<file path="src/rtl/core/kdar_pkg.sv">
// Shared types and constants for the keypad debounce and auto-repeat block.
`default_nettype none

package kdar_pkg;

  // Field widths
  localparam int RAW_W      = 9;
  localparam int HIST_W     = 8;
  localparam int CNT_W      = 16;
  localparam int KEY_IDX_W  = 4;
  localparam int KIND_W     = 2;
  localparam int CFG_IDX_W  = 3;
  localparam int CFG_DATA_W = 16;

  // Configuration register indexes
  localparam logic [CFG_IDX_W-1:0] REG_DOWN_MASK    = 3'd0;
  localparam logic [CFG_IDX_W-1:0] REG_UP_MASK      = 3'd1;
  localparam logic [CFG_IDX_W-1:0] REG_HOLD_THR     = 3'd2;
  localparam logic [CFG_IDX_W-1:0] REG_TURBO_THR    = 3'd3;
  localparam logic [CFG_IDX_W-1:0] REG_SLOW_RATE    = 3'd4;
  localparam logic [CFG_IDX_W-1:0] REG_TURBO_RATE   = 3'd5;

  // Configuration reset values
  localparam logic [HIST_W-1:0] DOWN_MASK_RST    = 8'h07;
  localparam logic [HIST_W-1:0] UP_MASK_RST      = 8'h07;
  localparam logic [CNT_W-1:0]  HOLD_THR_RST     = 16'd100;
  localparam logic [CNT_W-1:0]  TURBO_THR_RST    = 16'd240;
  localparam logic [CNT_W-1:0]  SLOW_RATE_RST    = 16'd40;
  localparam logic [CNT_W-1:0]  TURBO_RATE_RST   = 16'd8;

  // Event kinds
  localparam logic [KIND_W-1:0] EV_PRESS   = 2'd0;
  localparam logic [KIND_W-1:0] EV_REPEAT  = 2'd1;
  localparam logic [KIND_W-1:0] EV_RELEASE = 2'd2;

  // Per-key state word held in the state memory
  typedef struct packed {
    logic [HIST_W-1:0] hist;
    logic [CNT_W-1:0]  count;
    logic              held;
  } key_state_t;

  // Remainder unit request and response
  typedef struct packed {
    logic             start;
    logic [CNT_W-1:0] dividend;
    logic [CNT_W-1:0] divisor;
  } mod_req_t;

  typedef struct packed {
    logic done;
    logic zero;
  } mod_rsp_t;

endpackage

`default_nettype wire

</file>
<file path="src/rtl/core/kdar_if.sv">
// Valid/ready channel interfaces for scan ticks and key events.
`default_nettype none

interface kdar_in_if;
  logic                       valid;
  logic                       ready;
  logic [kdar_pkg::RAW_W-1:0] raw_pressed;

  modport source (output valid, output raw_pressed, input ready);
  modport sink   (input valid, input raw_pressed, output ready);
endinterface

interface kdar_out_if;
  logic                           valid;
  logic                           ready;
  logic [kdar_pkg::KEY_IDX_W-1:0] key_id;
  logic [kdar_pkg::KIND_W-1:0]    event_kind;
  logic                           last_of_tick;

  modport source (output valid, output key_id, output event_kind, output last_of_tick,
                  input ready);
  modport sink   (input valid, input key_id, input event_kind, input last_of_tick,
                  output ready);
endinterface

`default_nettype wire

</file>
<file path="src/rtl/core/kdar_state_mem.sv">
// Per-key state memory: one write port, one registered read port, valid bits for reset.
`default_nettype none

module kdar_state_mem #(
  parameter int NUM_KEYS = 9,
  parameter int AW       = 4
) (
  input  logic                 clk_i,
  input  logic                 rst_ni,
  input  logic                 re_i,
  input  logic [AW-1:0]        raddr_i,
  input  logic                 we_i,
  input  logic [AW-1:0]        waddr_i,
  input  kdar_pkg::key_state_t wdata_i,
  output kdar_pkg::key_state_t rdata_o
);
  import kdar_pkg::*;

  key_state_t              mem [NUM_KEYS];
  logic [NUM_KEYS-1:0]     valid_q;
  key_state_t              rd_q;
  logic                    rd_vld_q;

  // Storage array, no reset
  always_ff @(posedge clk_i) begin
    if (we_i) begin
      mem[waddr_i] <= wdata_i;
    end
    if (re_i) begin
      rd_q <= mem[raddr_i];
    end
  end

  // Entry valid bits; an entry never written reads as all zero
  always_ff @(posedge clk_i or negedge rst_ni) begin
    if (!rst_ni) begin
      valid_q  <= '0;
      rd_vld_q <= 1'b0;
    end else begin
      if (we_i) begin
        valid_q[waddr_i] <= 1'b1;
      end
      if (re_i) begin
        rd_vld_q <= valid_q[raddr_i];
      end
    end
  end

  assign rdata_o = rd_vld_q ? rd_q : '0;

endmodule

`default_nettype wire

</file>
<file path="src/rtl/core/kdar_mod_unit.sv">
// Iterative remainder unit: one quotient bit per cycle, reports whether the remainder is zero.
`default_nettype none

module kdar_mod_unit (
  input  logic               clk_i,
  input  logic               rst_ni,
  input  kdar_pkg::mod_req_t req_i,
  output kdar_pkg::mod_rsp_t rsp_o
);
  import kdar_pkg::*;

  localparam int SW = $clog2(CNT_W);
  localparam logic [SW-1:0] LAST_STEP = SW'(CNT_W - 1);

  logic             busy_q;
  logic [SW-1:0]    step_q;
  logic [CNT_W-1:0] rem_q;
  logic [CNT_W-1:0] dvd_q;
  logic [CNT_W-1:0] dvs_q;
  logic             done_q;
  logic             zero_q;

  logic [CNT_W:0]   trial;
  logic             ge;
  logic [CNT_W-1:0] rem_d;

  // Restoring step: bring in next dividend bit, subtract divisor if it fits
  always_comb begin
    trial = {rem_q, dvd_q[CNT_W-1]};
    ge    = trial >= {1'b0, dvs_q};
    rem_d = ge ? CNT_W'(trial - {1'b0, dvs_q}) : trial[CNT_W-1:0];
  end

  // Control
  always_ff @(posedge clk_i or negedge rst_ni) begin
    if (!rst_ni) begin
      busy_q <= 1'b0;
      step_q <= '0;
      done_q <= 1'b0;
    end else begin
      done_q <= 1'b0;
      if (req_i.start) begin
        busy_q <= 1'b1;
        step_q <= '0;
      end else if (busy_q) begin
        step_q <= step_q + 1'b1;
        if (step_q == LAST_STEP) begin
          busy_q <= 1'b0;
          done_q <= 1'b1;
        end
      end
    end
  end

  // Datapath
  always_ff @(posedge clk_i) begin
    if (req_i.start) begin
      rem_q <= '0;
      dvd_q <= req_i.dividend;
      dvs_q <= req_i.divisor;
    end else if (busy_q) begin
      rem_q <= rem_d;
      dvd_q <= dvd_q << 1;
      if (step_q == LAST_STEP) begin
        zero_q <= (rem_d == '0);
      end
    end
  end

  assign rsp_o.done = done_q;
  assign rsp_o.zero = zero_q;

endmodule

`default_nettype wire

</file>
<file path="src/rtl/core/keypad_debounce_auto_repeat_core.sv">
// A tick runs a per-key read/evaluate/write-back pass over the state memory; a held key at or
// past hold_threshold also waits for the 16-step remainder unit, and output stalls can hold
// the pass. Throughput: one tick at a time; the next tick is taken once the last event
// sits in the output register. Reset: config registers return to defaults, all key state
// reads as zero.
`default_nettype none

module keypad_debounce_auto_repeat_core #(
  parameter int NUM_KEYS = 9
) (
  input  logic                              clk_i,
  input  logic                              rst_ni,
  kdar_in_if.sink                           tick_in,
  kdar_out_if.source                        evt_out,
  input  logic                              cfg_we_i,
  input  logic [kdar_pkg::CFG_IDX_W-1:0]    cfg_idx_i,
  input  logic [kdar_pkg::CFG_DATA_W-1:0]   cfg_wdata_i
);
  import kdar_pkg::*;

  localparam int AW = (NUM_KEYS > 1) ? $clog2(NUM_KEYS) : 1;
  localparam logic [AW-1:0] LAST_KEY = AW'(NUM_KEYS - 1);

  localparam logic [2:0] S_IDLE   = 3'd0;
  localparam logic [2:0] S_READ   = 3'd1;
  localparam logic [2:0] S_EVAL   = 3'd2;
  localparam logic [2:0] S_MODW   = 3'd3;
  localparam logic [2:0] S_COMMIT = 3'd4;
  localparam logic [2:0] S_FLUSH  = 3'd5;

  // Configuration registers
  logic [HIST_W-1:0] down_mask_q, up_mask_q;
  logic [CNT_W-1:0]  hold_thr_q, turbo_thr_q, slow_rate_q, turbo_rate_q;

  always_ff @(posedge clk_i or negedge rst_ni) begin
    if (!rst_ni) begin
      down_mask_q    <= DOWN_MASK_RST;
      up_mask_q      <= UP_MASK_RST;
      hold_thr_q     <= HOLD_THR_RST;
      turbo_thr_q    <= TURBO_THR_RST;
      slow_rate_q    <= SLOW_RATE_RST;
      turbo_rate_q   <= TURBO_RATE_RST;
    end else if (cfg_we_i) begin
      unique case (cfg_idx_i)
        REG_DOWN_MASK:    down_mask_q    <= cfg_wdata_i[HIST_W-1:0];
        REG_UP_MASK:      up_mask_q      <= cfg_wdata_i[HIST_W-1:0];
        REG_HOLD_THR:     hold_thr_q     <= cfg_wdata_i;
        REG_TURBO_THR:    turbo_thr_q    <= cfg_wdata_i;
        REG_SLOW_RATE:    slow_rate_q    <= cfg_wdata_i;
        REG_TURBO_RATE:   turbo_rate_q   <= cfg_wdata_i;
        default: ;
      endcase
    end
  end

  // Sequencer state
  logic [2:0]          state_q, state_d;
  logic [AW-1:0]       key_q;
  logic [NUM_KEYS-1:0] raw_sh_q;

  // Evaluated key result waiting for write-back
  key_state_t          st_q;
  logic                fire_q;
  logic [KIND_W-1:0]   kind_q;

  // One event held back until we know whether it is the last of the tick
  logic                 pend_valid_q;
  logic [KEY_IDX_W-1:0] pend_key_q;
  logic [KIND_W-1:0]    pend_kind_q;

  // Output register
  logic                 out_valid_q;
  logic [KEY_IDX_W-1:0] out_key_q;
  logic [KIND_W-1:0]    out_kind_q;
  logic                 out_last_q;

  key_state_t rd_st;
  mod_req_t   mod_req;
  mod_rsp_t   mod_rsp;

  logic             accept;
  logic             can_push;
  logic             commit_go;
  logic             push_mid;
  logic             push_last;
  logic [HIST_W-1:0] hist_new;
  logic [CNT_W-1:0] cnt_inc;
  logic             press_hit, rel_hit, at_thr;
  logic [CNT_W-1:0] rate_sel;
  logic             rpt_check;

  assign accept        = tick_in.valid && (state_q == S_IDLE);
  assign tick_in.ready = (state_q == S_IDLE);
  assign can_push      = !out_valid_q || evt_out.ready;

  // Per-key evaluation on the word just read
  always_comb begin
    hist_new  = {rd_st.hist[HIST_W-2:0], raw_sh_q[0]};
    cnt_inc   = rd_st.count + 1'b1;
    press_hit = (hist_new & down_mask_q) == down_mask_q;
    rel_hit   = (hist_new & up_mask_q) == '0;
    at_thr    = cnt_inc >= hold_thr_q;
    rate_sel  = (cnt_inc > turbo_thr_q) ? turbo_rate_q : slow_rate_q;
    rpt_check = (state_q == S_EVAL) && rd_st.held && !rel_hit && at_thr;
  end

  // A zero rate counts as one
  assign mod_req.start    = rpt_check;
  assign mod_req.dividend = cnt_inc - hold_thr_q;
  assign mod_req.divisor  = (rate_sel == '0) ? CNT_W'(1) : rate_sel;

  // Write-back waits only when a new event must displace a pending one
  assign commit_go = (state_q == S_COMMIT) && !(fire_q && pend_valid_q && !can_push);
  assign push_mid  = commit_go && fire_q && pend_valid_q;
  assign push_last = (state_q == S_FLUSH) && pend_valid_q && can_push;

  // Next-state logic
  always_comb begin
    state_d = state_q;
    unique case (state_q)
      S_IDLE:   if (accept) state_d = S_READ;
      S_READ:   state_d = S_EVAL;
      S_EVAL:   state_d = rpt_check ? S_MODW : S_COMMIT;
      S_MODW:   if (mod_rsp.done) state_d = S_COMMIT;
      S_COMMIT: begin
        if (commit_go) state_d = (key_q == LAST_KEY) ? S_FLUSH : S_READ;
      end
      S_FLUSH:  if (!pend_valid_q || can_push) state_d = S_IDLE;
      default:  state_d = S_IDLE;
    endcase
  end

  // Control registers
  always_ff @(posedge clk_i or negedge rst_ni) begin
    if (!rst_ni) begin
      state_q      <= S_IDLE;
      pend_valid_q <= 1'b0;
      out_valid_q  <= 1'b0;
      fire_q       <= 1'b0;
    end else begin
      state_q <= state_d;
      if (push_mid || push_last) begin
        out_valid_q <= 1'b1;
      end else if (evt_out.ready) begin
        out_valid_q <= 1'b0;
      end
      if (commit_go && fire_q) begin
        pend_valid_q <= 1'b1;
      end else if (push_last) begin
        pend_valid_q <= 1'b0;
      end
      if (state_q == S_EVAL) begin
        fire_q <= (!rd_st.held && press_hit) || (rd_st.held && rel_hit);
      end else if (state_q == S_MODW && mod_rsp.done) begin
        fire_q <= mod_rsp.zero;
      end
    end
  end

  // Payload registers
  always_ff @(posedge clk_i) begin
    if (accept) begin
      key_q    <= '0;
      raw_sh_q <= NUM_KEYS'(tick_in.raw_pressed);
    end else if (commit_go) begin
      key_q    <= key_q + 1'b1;
      raw_sh_q <= raw_sh_q >> 1;
    end

    if (state_q == S_EVAL) begin
      st_q.hist <= hist_new;
      if (!rd_st.held) begin
        st_q.held  <= press_hit;
        st_q.count <= press_hit ? '0 : rd_st.count;
        kind_q     <= EV_PRESS;
      end else if (rel_hit) begin
        st_q.held  <= 1'b0;
        st_q.count <= '0;
        kind_q     <= EV_RELEASE;
      end else begin
        st_q.held  <= 1'b1;
        st_q.count <= cnt_inc;
        kind_q     <= EV_REPEAT;
      end
    end

    if (commit_go && fire_q) begin
      pend_key_q  <= KEY_IDX_W'(key_q);
      pend_kind_q <= kind_q;
    end

    if (push_mid || push_last) begin
      out_key_q  <= pend_key_q;
      out_kind_q <= pend_kind_q;
      out_last_q <= push_last;
    end
  end

  // Keys are read and written back one at a time, so an entry is never
  // read while its own write is still in flight.
  kdar_state_mem #(
    .NUM_KEYS (NUM_KEYS),
    .AW       (AW)
  ) u_mem (
    .clk_i   (clk_i),
    .rst_ni  (rst_ni),
    .re_i    (state_q == S_READ),
    .raddr_i (key_q),
    .we_i    (commit_go),
    .waddr_i (key_q),
    .wdata_i (st_q),
    .rdata_o (rd_st)
  );

  kdar_mod_unit u_mod (
    .clk_i  (clk_i),
    .rst_ni (rst_ni),
    .req_i  (mod_req),
    .rsp_o  (mod_rsp)
  );

  assign evt_out.valid        = out_valid_q;
  assign evt_out.key_id       = out_key_q;
  assign evt_out.event_kind   = out_kind_q;
  assign evt_out.last_of_tick = out_last_q;

endmodule

`default_nettype wire

</file>
<file path="src/flat_wrapper.sv">
// flat-port wrapper written by rule: the top's interface ports become plain ports
module keypad_debounce_auto_repeat_core_flat import kdar_pkg::*;
#(
  parameter int NUM_KEYS = 9
)
  (clk_i, rst_ni, cfg_we_i, cfg_idx_i, cfg_wdata_i, tick_in_valid, tick_in_raw_pressed, tick_in_ready, evt_out_valid, evt_out_key_id, evt_out_event_kind, evt_out_last_of_tick, evt_out_ready);
  kdar_in_if tick_in_i ();
  kdar_out_if evt_out_i ();
  input  logic clk_i;
  input  logic rst_ni;
  input  logic cfg_we_i;
  input  logic [kdar_pkg::CFG_IDX_W-1:0] cfg_idx_i;
  input  logic [kdar_pkg::CFG_DATA_W-1:0] cfg_wdata_i;
  input wire logic [$bits(tick_in_i.valid)-1:0] tick_in_valid;
  input wire logic [$bits(tick_in_i.raw_pressed)-1:0] tick_in_raw_pressed;
  output wire logic [$bits(tick_in_i.ready)-1:0] tick_in_ready;
  output wire logic [$bits(evt_out_i.valid)-1:0] evt_out_valid;
  output wire logic [$bits(evt_out_i.key_id)-1:0] evt_out_key_id;
  output wire logic [$bits(evt_out_i.event_kind)-1:0] evt_out_event_kind;
  output wire logic [$bits(evt_out_i.last_of_tick)-1:0] evt_out_last_of_tick;
  input wire logic [$bits(evt_out_i.ready)-1:0] evt_out_ready;
  assign tick_in_i.valid = tick_in_valid;
  assign tick_in_i.raw_pressed = tick_in_raw_pressed;
  assign tick_in_ready = tick_in_i.ready;
  assign evt_out_valid = evt_out_i.valid;
  assign evt_out_key_id = evt_out_i.key_id;
  assign evt_out_event_kind = evt_out_i.event_kind;
  assign evt_out_last_of_tick = evt_out_i.last_of_tick;
  assign evt_out_i.ready = evt_out_ready;
  keypad_debounce_auto_repeat_core #(.NUM_KEYS(NUM_KEYS)) u_core (.clk_i(clk_i), .rst_ni(rst_ni), .tick_in(tick_in_i), .evt_out(evt_out_i), .cfg_we_i(cfg_we_i), .cfg_idx_i(cfg_idx_i), .cfg_wdata_i(cfg_wdata_i));
endmodule
</file>
<file path="config.mk">
export PLATFORM = sky130hd
export DESIGN_NAME = keypad_debounce_auto_repeat_core_flat
export DESIGN_NICKNAME = d
export VERILOG_FILES = /design/src/rtl/core/kdar_pkg.sv /design/src/rtl/core/kdar_if.sv /design/src/rtl/core/kdar_state_mem.sv /design/src/rtl/core/kdar_mod_unit.sv /design/src/rtl/core/keypad_debounce_auto_repeat_core.sv /design/src/flat_wrapper.sv
export SDC_FILE = /design/constraint.sdc
export NUM_CORES = 1
export LEC_CHECK = 0
export ABC_AREA = 1
export BUFFER_PORTS_ARGS = -buffer_cell sky130_fd_sc_hd__buf_2
export CAP_MARGIN = 5
export CORE_MARGIN = 10
export CORE_UTILIZATION = 28
export DETAILED_ROUTE_END_ITERATION = 12
export GPL_TIMING_DRIVEN = 1
export SKIP_CTS_REPAIR_TIMING = 1
export SYNTH_ARGS = -nofsm -noshare
export SYNTH_HDL_FRONTEND = slang
export SYNTH_HIERARCHICAL = 1
export SYNTH_SLANG_ARGS = --single-unit
</file>
<file path="constraint.sdc">
create_clock -name clk_i -period 6.5 [get_ports clk_i]
set_input_delay 0.975 -clock clk_i [delete_from_list [all_inputs] [get_ports clk_i]]
set_output_delay 0.975 -clock clk_i [all_outputs]
set_load 0.02 [all_outputs]
</file>
Yosys cells after proc, flatten, opt, wreduce, memory -nomap -nowiden --
Memory sizes are Yosys's and may differ from the RTL's. A register that Yosys moved wholly into a read port is not among the register bits. Cells that the tools add are included.
Operators by class: add/subtract/negate cells 5, magnitude comparators 5, equal/unequal tests 17, multiplexer cells 38, bitwise logic cells 4, reduce and logical (&&, ||, !) cells 43
Operator list (count):
- two-way mux 16 bit | 5
- two-way mux 17 bit | 2
- logical NOT 16 bit | 2
- subtractor 16 bit | 2
- two-way mux 24 bit | 1
- two-way mux 3 bit | 6
- two-way mux 9 bit | 2
- one-hot mux 3 bit (6 select lines) | 1
- >= comparator 17 x 16 -> 1 bit | 1
- adder 16 x 1 -> 16 bit (second input constant) | 1
- AND 8 bit | 2
- >= comparator 16 bit | 1
- > comparator 16 bit | 1
- two-way mux 1 bit | 16
- logical AND 1 bit | 15
- == test 3 x 2 -> 1 bit (second input constant) | 4
- == test 3 bit (second input constant) | 4
- AND reduction 2 bit | 6
- nonzero test 2 bit | 5
- OR 9 bit | 1
- adder 4 x 1 -> 4 bit (second input constant) | 2
- == test 4 bit (second input constant) | 2
- == test 8 bit | 1
- logical NOT 8 bit | 1
- 15 further kinds | 28
Storage, ports and cells: register bits 204, bits in writable memories 225, memories 1
Memories:
- u_core.u_mem.mem | words 9, bits a word 25, rd ports 1, clocked after memory_dff 1, write ports 1, line kdar_state_mem.sv:19 | key_state_t mem [NUM_KEYS];

Logic depth before layout (Yosys ltp) --
Gate-level depths: netlist of run 1.
word-level depth 10, depth in mapped cells 28

Modules after synthesis --
Netlist of run 1, hierarchy kept.
Modules (own cells, without submodules):
- kdar_state_mem | times used 1, cells an instance 816, area an instance 10353.7 µm²
- keypad_debounce_auto_repeat_core | times used 1, cells an instance 818, area an instance 7200.7 µm²
- kdar_mod_unit | times used 1, cells an instance 474, area an instance 3479.6 µm²

Least setup slack after synthesis of run 1 --
No wires, ideal clock.
path kind reg-to-reg, start register u_core.u_mem.rd_vld_q, end register u_core.u_mod.dvd_q[0] (enable), arrival time 3893 ps, path slack 2233 ps, cell stages (with the launch flop) 23, buffers on the path 2, period minus slack after synthesis 4267 ps, path through dfrtp_1 > clkbuf_1 > clkbuf_1 > nand2_1 > inv_1 > nand2_1 > inv_1 > nand4_1 > nor2_1 > nand2_1 > nor2_2 > nand3_1 > xor2_1 > inv_1 > ha_1 > nand3_1 > nor3_1 > nand2_1 > nand3_1 > nand3_1 > inv_1 > inv_1 > nand2_1
RTL lines:
- from (decl) | line kdar_state_mem.sv:22 | logic rd_vld_q;
- from (signal assigned) | line kdar_state_mem.sv:44 | rd_vld_q <= valid_q[raddr_i];
- to (signal assigned) | line kdar_mod_unit.sv:59 | dvd_q <= req_i.dividend;
- to (signal assigned) | line kdar_mod_unit.sv:63 | dvd_q <= dvd_q << 1;
- to (decl) | line kdar_mod_unit.sv:18 | logic [CNT_W-1:0] dvd_q;

==> results of run 1 <==
[final timing paths]
kind	startpoint	endpoint	slack, ns	cells after the start
min in group clk_i	u_core/pend_kind_q[0]	u_core/evt_out.event_kind[0]	0.41	0
max in group asynchronous	rst_ni	u_core/hold_thr_q[3]	4.84	2
min	rst_ni	u_core/evt_out.valid	0.29	1
max reg2reg	u_core/u_mem/rd_vld_q	u_core/u_mod/dvd_q[0]	1.70	22
min reg2reg	u_core/pend_kind_q[0]	u_core/evt_out.event_kind[0]	0.41	0
max	u_core/u_mem/rd_vld_q	u_core/u_mod/dvd_q[0]	1.70	22
[registers in the layout, summed over array words and instances, names as in the netlist, 8 cells and up]
signal	cells
u_core/down_mask_q	8
u_core/hold_thr_q	16
u_core/raw_sh_q	9
u_core/slow_rate_q	16
u_core/st_q	24
u_core/turbo_rate_q	16
u_core/turbo_thr_q	16
u_core/u_mem/mem	216
u_core/u_mem/rd_q	24
u_core/u_mem/valid_q	9
u_core/u_mod/dvd_q	16
u_core/u_mod/dvs_q	16
u_core/u_mod/rem_q	16
u_core/up_mask_q	8
[stage by stage]
stage,util,cell area [sq um],total power [mW],hold WS [ns],cells
2_1_floorplan,-,20600,7.19,0.400,2079
6_report,0.320,23300,10.8,0.294,3112
4_1_cts,0.320,23300,10.9,0.280,3111
5_1_grt,0.320,23300,11.6,0.301,3111
3_3_place_gp,0.299,21800,8.25,0.402,3021
3_5_place_dp,0.299,21800,8.29,0.405,3021
[per-layer routing]
metal	vias to the layer above	routed length, microns	GRT usage	share of wire
met1	6787	23200	0.154	0.47
met3	82	2140	0.0173	0.044
met4	8	999	0.0362	0.020
li1	7000	-	-	-
met2	289	22800	0.184	0.46
met5	-	47	0	0.00096
[worst max-delay path: cells and delay by family, from the launching register on]
kind / cells / cell delay (ns)
xor gates and xnor gates: 1 / 0.19
adders and majority gates: 2 / 0.58
buffers and inverters: 8 / 1.38
DFF: 1 / 0.32
and+or+nand+nor: 11 / 1.92
[power by group]
| group | internal (mW) | total, mW | switching [mW] | leakage (nW) |
|---|---|---|---|---|
| sequential | 3.83 | 4.22 | 0.387 | 4.31 |
| clock | 1.46 | 2.57 | 1.11 | 0.724 |
| combinational | 1.32 | 4.01 | 2.69 | 4.63 |
[layout by cell type (no fill, tap or decap), types with 5 or more instances in the layout]
master and count:
o21ai_1 35, a31oi_1 6, buf_4 24, o211ai_1 19
buf_2 40, o21ai_0 181, clkinv_1 10, inv_1 254
xor2_1 22, o22ai_1 5, dfxtp_1 18, clkbuf_1 17
a21oi_1 40, edfxtp_1 321, nand3_1 131, dfstp_2 16
nand4_1 10, nand2_2 26, clkbuf_16 48, ha_1 52
nor3_1 13, a21o_1 5, nor2_2 16, xnor2_1 7
nor2_1 189, a21oi_2 12, clkbuf_8 7, a32o_1 7
o32ai_1 6, clkinv_2 6, nand2_1 458, inv_2 6
o211ai_2 5, dfrtp_1 86
[cell type report]
| type | instances | share of cell area |
|---|---|---|
| tap | 959 | 0.0515 |
| multi-input combinational | 1290 | 0.284 |
| inverter | 265 | 0.0428 |
| timing repair buffer | 64 | 0.0163 |
| clock buffer | 72 | 0.0584 |
| antenna | 1 | 0.000107 |
| clock inverter | 18 | 0.00617 |
| sequential | 443 | 0.541 |
==> key figures, run 1 <==
Worst setup path
  • Slowest CP cell: nand2_1
  • Critical Path, Cell by Cell: buf_4 > nand2_1 > inv_1 > ha_1 > nand2_1 > inv_1 > nand4_1 > nor3_1 > nand3_1 > xor2_1 > inv_1 > ha_1 > nand3_1 > nor3_1 > nand2_1 > nand3_1 > nand3_1 > inv_1 > buf_4 > inv_1 > buf_4 > nand2_1
  • WP data arrival: 4.99 ns
  • Most used cell, CP: inv_1
  • CP startpoint kind: register
  • CP Capture Type: register
  • Max stage delay on crit path: 0.59 ns
  • Worst Path Required: 6.70 ns
  • Crit Path Max Fanout: 39
  • Crit Path Category: reg2reg

STA
  • F_max: 208 MHz
  • Final min period: 4.80 ns
  • Fin crit share: 0.738
  • Final setup violation count: 0
  • Layout Skew: 0.0431 ns
  • Final hold violations: 0
  • Final WS setup: 1.70 ns
  • Slew HR: 0.281
  • Slew @ Worst Pin: 1.08 ns
  • Final slew viol count: 0
  • Final TNS setup: 0 ns
  • Unrepaired setup endpoints after global routing: false

Floorplan
  • Die Wd: 291 microns
  • # IOs: 42
  • Row cnt: 99
  • Die Ht: 291 microns
  • Die area: 84900 sq um
  • Starting Density: 0.283
  • Area of the core: 73000 sq um

Routing
  • Residual DRC: 0
  • Routed wire length per instance: 15.8 microns
  • TritonRoute pass-1 iters: 5
  • DR vias: 14200
  • Starting DRT DRC Count: 1100
  • Total wire length: 49.2 mm
  • Final ANT Viol Nets: 0
  • Vias per cell: 4.55

Layout
  • Area growth syn-to-layout: 13.1%
  • Filler cells: 7443
  • Fin nets: 2199
  • Area of the multi-input gates: 6610 sq um
  • Share of layout cells above drive strength 1: 0.110
  • Sequential cell area: 12600 sq um

Placement
  • Pre-CTS setup slack: 1.76 ns
  • Final GP Congestion: 0.869
  • PortBufs: 41
  • Post-DP HPWL: 31.7 mm

Global route
  • Antenna violations before repair: 4
  • First-pass GRT wire length: 78.2 mm
  • GR Overflow Total: 0
  • Tot GR Track Use: 0.114
  • Largest net degree at the start of global routing: 81
  • Vias in the first global route: 13600

Clocking
  • TritonCTS clock tree: built
  • Max Root-Sink Buffers: 3
  • Worst-Skew Late Latency: 0.60 ns
  • Clock root buffer: clkbuf_16
  • Clk slew on worst S/H paths: 0.06 ns
  • H-tree depth: 2
  • CTS buffer count: 48
  • Clock Sinks: 443

Power
  • Leakage power: 9.67 nW
  • Maximum vdd ir drop: 0.201 mV
  • Pwr Density: 463 nW/um^2

Hold path
  • Worst Hold Class: in2async

Synthesis
  • Syn_area_per_cell: 9.92 sq um
  • Cell Area, Synth: 20600 sq um
  • Synth warnings: 6
  • Post-synth net total: 2166
  • Syn Inst Count: 2079

Outcome
  • Status: finished clean

Run
  • Max cap viols: 0
(Power assumes the default switching activity.)
==> run 2: changes to the inputs <==
==> constraint.sdc (replaced) <==
create_clock -name clk_i -period 4.5 [get_ports clk_i]
set_input_delay 0.675 -clock clk_i [delete_from_list [all_inputs] [get_ports clk_i]]
set_output_delay 0.675 -clock clk_i [all_outputs]
set_load 0.02 [all_outputs]
==> run 2 against run 1 <==
Compared with the run above: hold slack lost 0.22 ns; design area grew 0.71%; combinational power grew 45%; sequential cell count is the same; clock-buffer cell count shrank 1; power grew 48%; sequential share of layout area shrank 0.38 points; clock skew is essentially flat; global-route usage shrank 0.18 points; core utilization grew 0.23 points; register-to-register slack lost 1.2 ns; die area is the same; largest cell class unchanged.
==> key figures, run 2 (synthesized netlist as in run 1, its figures left out) <==
Outcome
  • Status: finished clean (unchanged)

Worst setup path
  • CP Capture Type: register (unchanged)
  • Crit Path Max Fanout: 18 (was 39)
  • Crit Path Category: reg2reg (unchanged)
  • WP data arrival: 4.25 ns (was 4.99 ns)
  • Worst Path Required: 4.71 ns (was 6.70 ns)
  • CP startpoint kind: register (unchanged)

Floorplan
  • Die area: 84900 sq um (unchanged)
  • # IOs: 42 (unchanged)
  • Die Wd: 291 microns (unchanged)
  • Area of the core: 73000 sq um (unchanged)
  • Row cnt: 99 (unchanged)
  • Starting Density: 0.283 (unchanged)
  • Die Ht: 291 microns (unchanged)

Clocking
  • Clock root buffer: clkbuf_16 (unchanged)
  • TritonCTS clock tree: built (unchanged)
  • CTS buffer count: 48 (unchanged)
  • Max Root-Sink Buffers: 3 (unchanged)
  • H-tree depth: 2 (unchanged)
  • Clk slew on worst S/H paths: 0.06 ns (about the same)
  • Worst-Skew Late Latency: 0.61 ns (was 0.60 ns)
  • Clock Sinks: 443 (unchanged)

Routing
  • Routed wire length per instance: 15.5 microns (was 15.8 microns)
  • Final ANT Viol Nets: 0 (unchanged)
  • Residual DRC: 0 (unchanged)
  • TritonRoute pass-1 iters: 5 (unchanged)
  • DR vias: 14100 (was 14200)
  • Total wire length: 48.3 mm (was 49.2 mm)
  • Vias per cell: 4.53 (was 4.55)
  • Starting DRT DRC Count: 1092 (was 1100)

Global route
  • Vias in the first global route: 13800 (was 13600)
  • Largest net degree at the start of global routing: 94 (was 81)
  • Antenna violations before repair: 3 (was 4)
  • Tot GR Track Use: 0.112 (was 0.114)
  • GR Overflow Total: 0 (unchanged)
  • First-pass GRT wire length: 77.2 mm (was 78.2 mm)

Power
  • Clock group share of total power: 0.254 (was 0.238)
  • Part of the power in registers: 0.381 (was 0.391)
  • Combinational Power Share: 0.364 (was 0.371)
  • Maximum vdd ir drop: 0.313 mV (was 0.201 mV)
  • Pwr Density: 681 nW/um^2 (was 463 nW/um^2)
  • Switching Share: 0.381 (was 0.387)
  • Internal power: 9.90 mW (was 6.61 mW)
  • Final Power: 16.0 mW (was 10.8 mW)
  • Net Sw Power: 6.08 mW (was 4.18 mW)
  • Leakage power: 9.75 nW (was 9.67 nW)

Layout
  • Most flops, register: u_core/u_mem/mem (unchanged)
  • Most frequent cells in the layout: nand2_1, edfxtp_1, inv_1, nor2_1, o21ai_0 (unchanged)
  • Largest register FFs: 216 (unchanged)
  • Fin nets: 2202 (was 2199)
  • Area growth syn-to-layout: 13.9% (was 13.1%)
  • Leading cell type in the layout, fill and taps excluded: nand2_1 (unchanged)
  • Antenna diodes: 0 (was 1)
  • Top Registers: u_core/u_mem/mem (216), u_core/st_q (24), u_core/u_mem/rd_q (24) (unchanged)
  • Share of layout cells above drive strength 1: 0.112 (was 0.110)

STA
  • F_max: 247 MHz (was 208 MHz)
  • Final min period: 4.04 ns (was 4.80 ns)
  • Final TNS setup: 0 ns (unchanged)
  • Final hold violations: 0 (unchanged)
  • Layout Skew: 0.0429 ns (was 0.0431 ns)
  • Unrepaired setup endpoints after global routing: false (unchanged)
  • Final slew viol count: 0 (unchanged)
  • Fin crit share: 0.899 (was 0.738)
  • Slew @ Worst Pin: 1.07 ns (was 1.08 ns)
  • Final setup violation count: 0 (unchanged)
  • Slew HR: 0.282 (was 0.281)

Hold path
  • Worst Hold Class: in2async (unchanged)

Placement
  • Final GP Congestion: 0.850 (was 0.869)
  • Post-DP HPWL: 31.9 mm (was 31.7 mm)
  • PortBufs: 41 (unchanged)

Run
  • Max cap viols: 0 (unchanged)
[run 2: cell count changes in the layout (fill, tap and decap cells not counted), moves of 2 or more]
cell	before	now
clkbuf_8	7	4
clkinv_2	6	3
clkbuf_1	17	19
clkinv_1	10	5
bufinv_16	0	7
inv_2	6	8
[run 2: final timing paths]
path | from | end | slack (ns) | cells after the start
worst max-delay path | u_core/u_mem/rd_vld_q | u_core/u_mod/dvd_q[3] | 0.46 | 20
worst min-delay path | rst_ni | u_core/pend_valid_q | 0.07 | 1
worst max register to register | u_core/u_mem/rd_vld_q | u_core/u_mod/dvd_q[3] | 0.46 | 20
worst min register to register | u_core/pend_key_q[2] | u_core/evt_out.key_id[2] | 0.42 | 0
max in group asynchronous | rst_ni | u_core/down_mask_q[0] | 3.46 | 2
min in group clk_i | tick_in_raw_pressed[1] | u_core/raw_sh_q[1] | 0.32 | 3
[run 2: worst max-delay path, stage by stage, from the launching register on]
cell and delay (ns):
dfrtp_1 0.40, buf_4 0.20, nand2_1 0.06, inv_1 0.09
ha_1 0.17, nand2_1 0.09, inv_1 0.09, nand4_1 0.15
nor3_1 0.29, nand3_1 0.13, xor2_1 0.18, inv_1 0.10
ha_1 0.39, nand3_1 0.13, nor3_1 0.19, nand2_1 0.08
nand3_1 0.10, nand3_1 0.10, inv_1 0.13, inv_1 0.06
nand2_1 0.53
[run 2: routing by layer]
metal	share of wire	global-route usage	vias up
met5	0.00075	0	-
met4	0.023	0.0349	6
met3	0.047	0.0179	86
met2	0.45	0.178	313
met1	0.48	0.153	6673
li1	-	-	7019
[run 2: area by class of cell]
| cell class | instances | area, sq um |
|---|---|---|
| Inverter | 265 | 997 |
| Fill cell | 7374 | 49500 |
| Multi-Input combinational cell | 1290 | 6610 |
| Tap cell | 959 | 1200 |
| Sequential cell | 443 | 12600 |
| Clock inverter | 16 | 309 |
| Timing Repair Buffer | 67 | 419 |
| Clock buffer | 71 | 1330 |
[run 2: power groups by stage]
stage	Sequential [mW]	Combinational (mW)	Clock, mW
2_1_floorplan	5.91	4.47	0
3_3_place_gp	6.17	5.78	0
3_5_place_dp	6.18	5.83	0
4_1_cts	6.11	5.85	4.16
5_1_grt	6.19	6.65	4.32
6_report	6.10	5.83	4.07
[run 2: metrics by stage]
stage	hold WS [ns]	instances	setup WS, ns	utilization	area [sq um]
CTS	0.0850	3111	0.375	0.322	23500
finish	0.0717	3111	0.456	0.322	23500
floorplan	0.379	2079	0.258	-	20600
global route	0.0975	3111	0.000137	0.322	23500
global placement	0.402	3024	0.504	0.299	21800
detailed placement	0.405	3024	0.410	0.299	21800
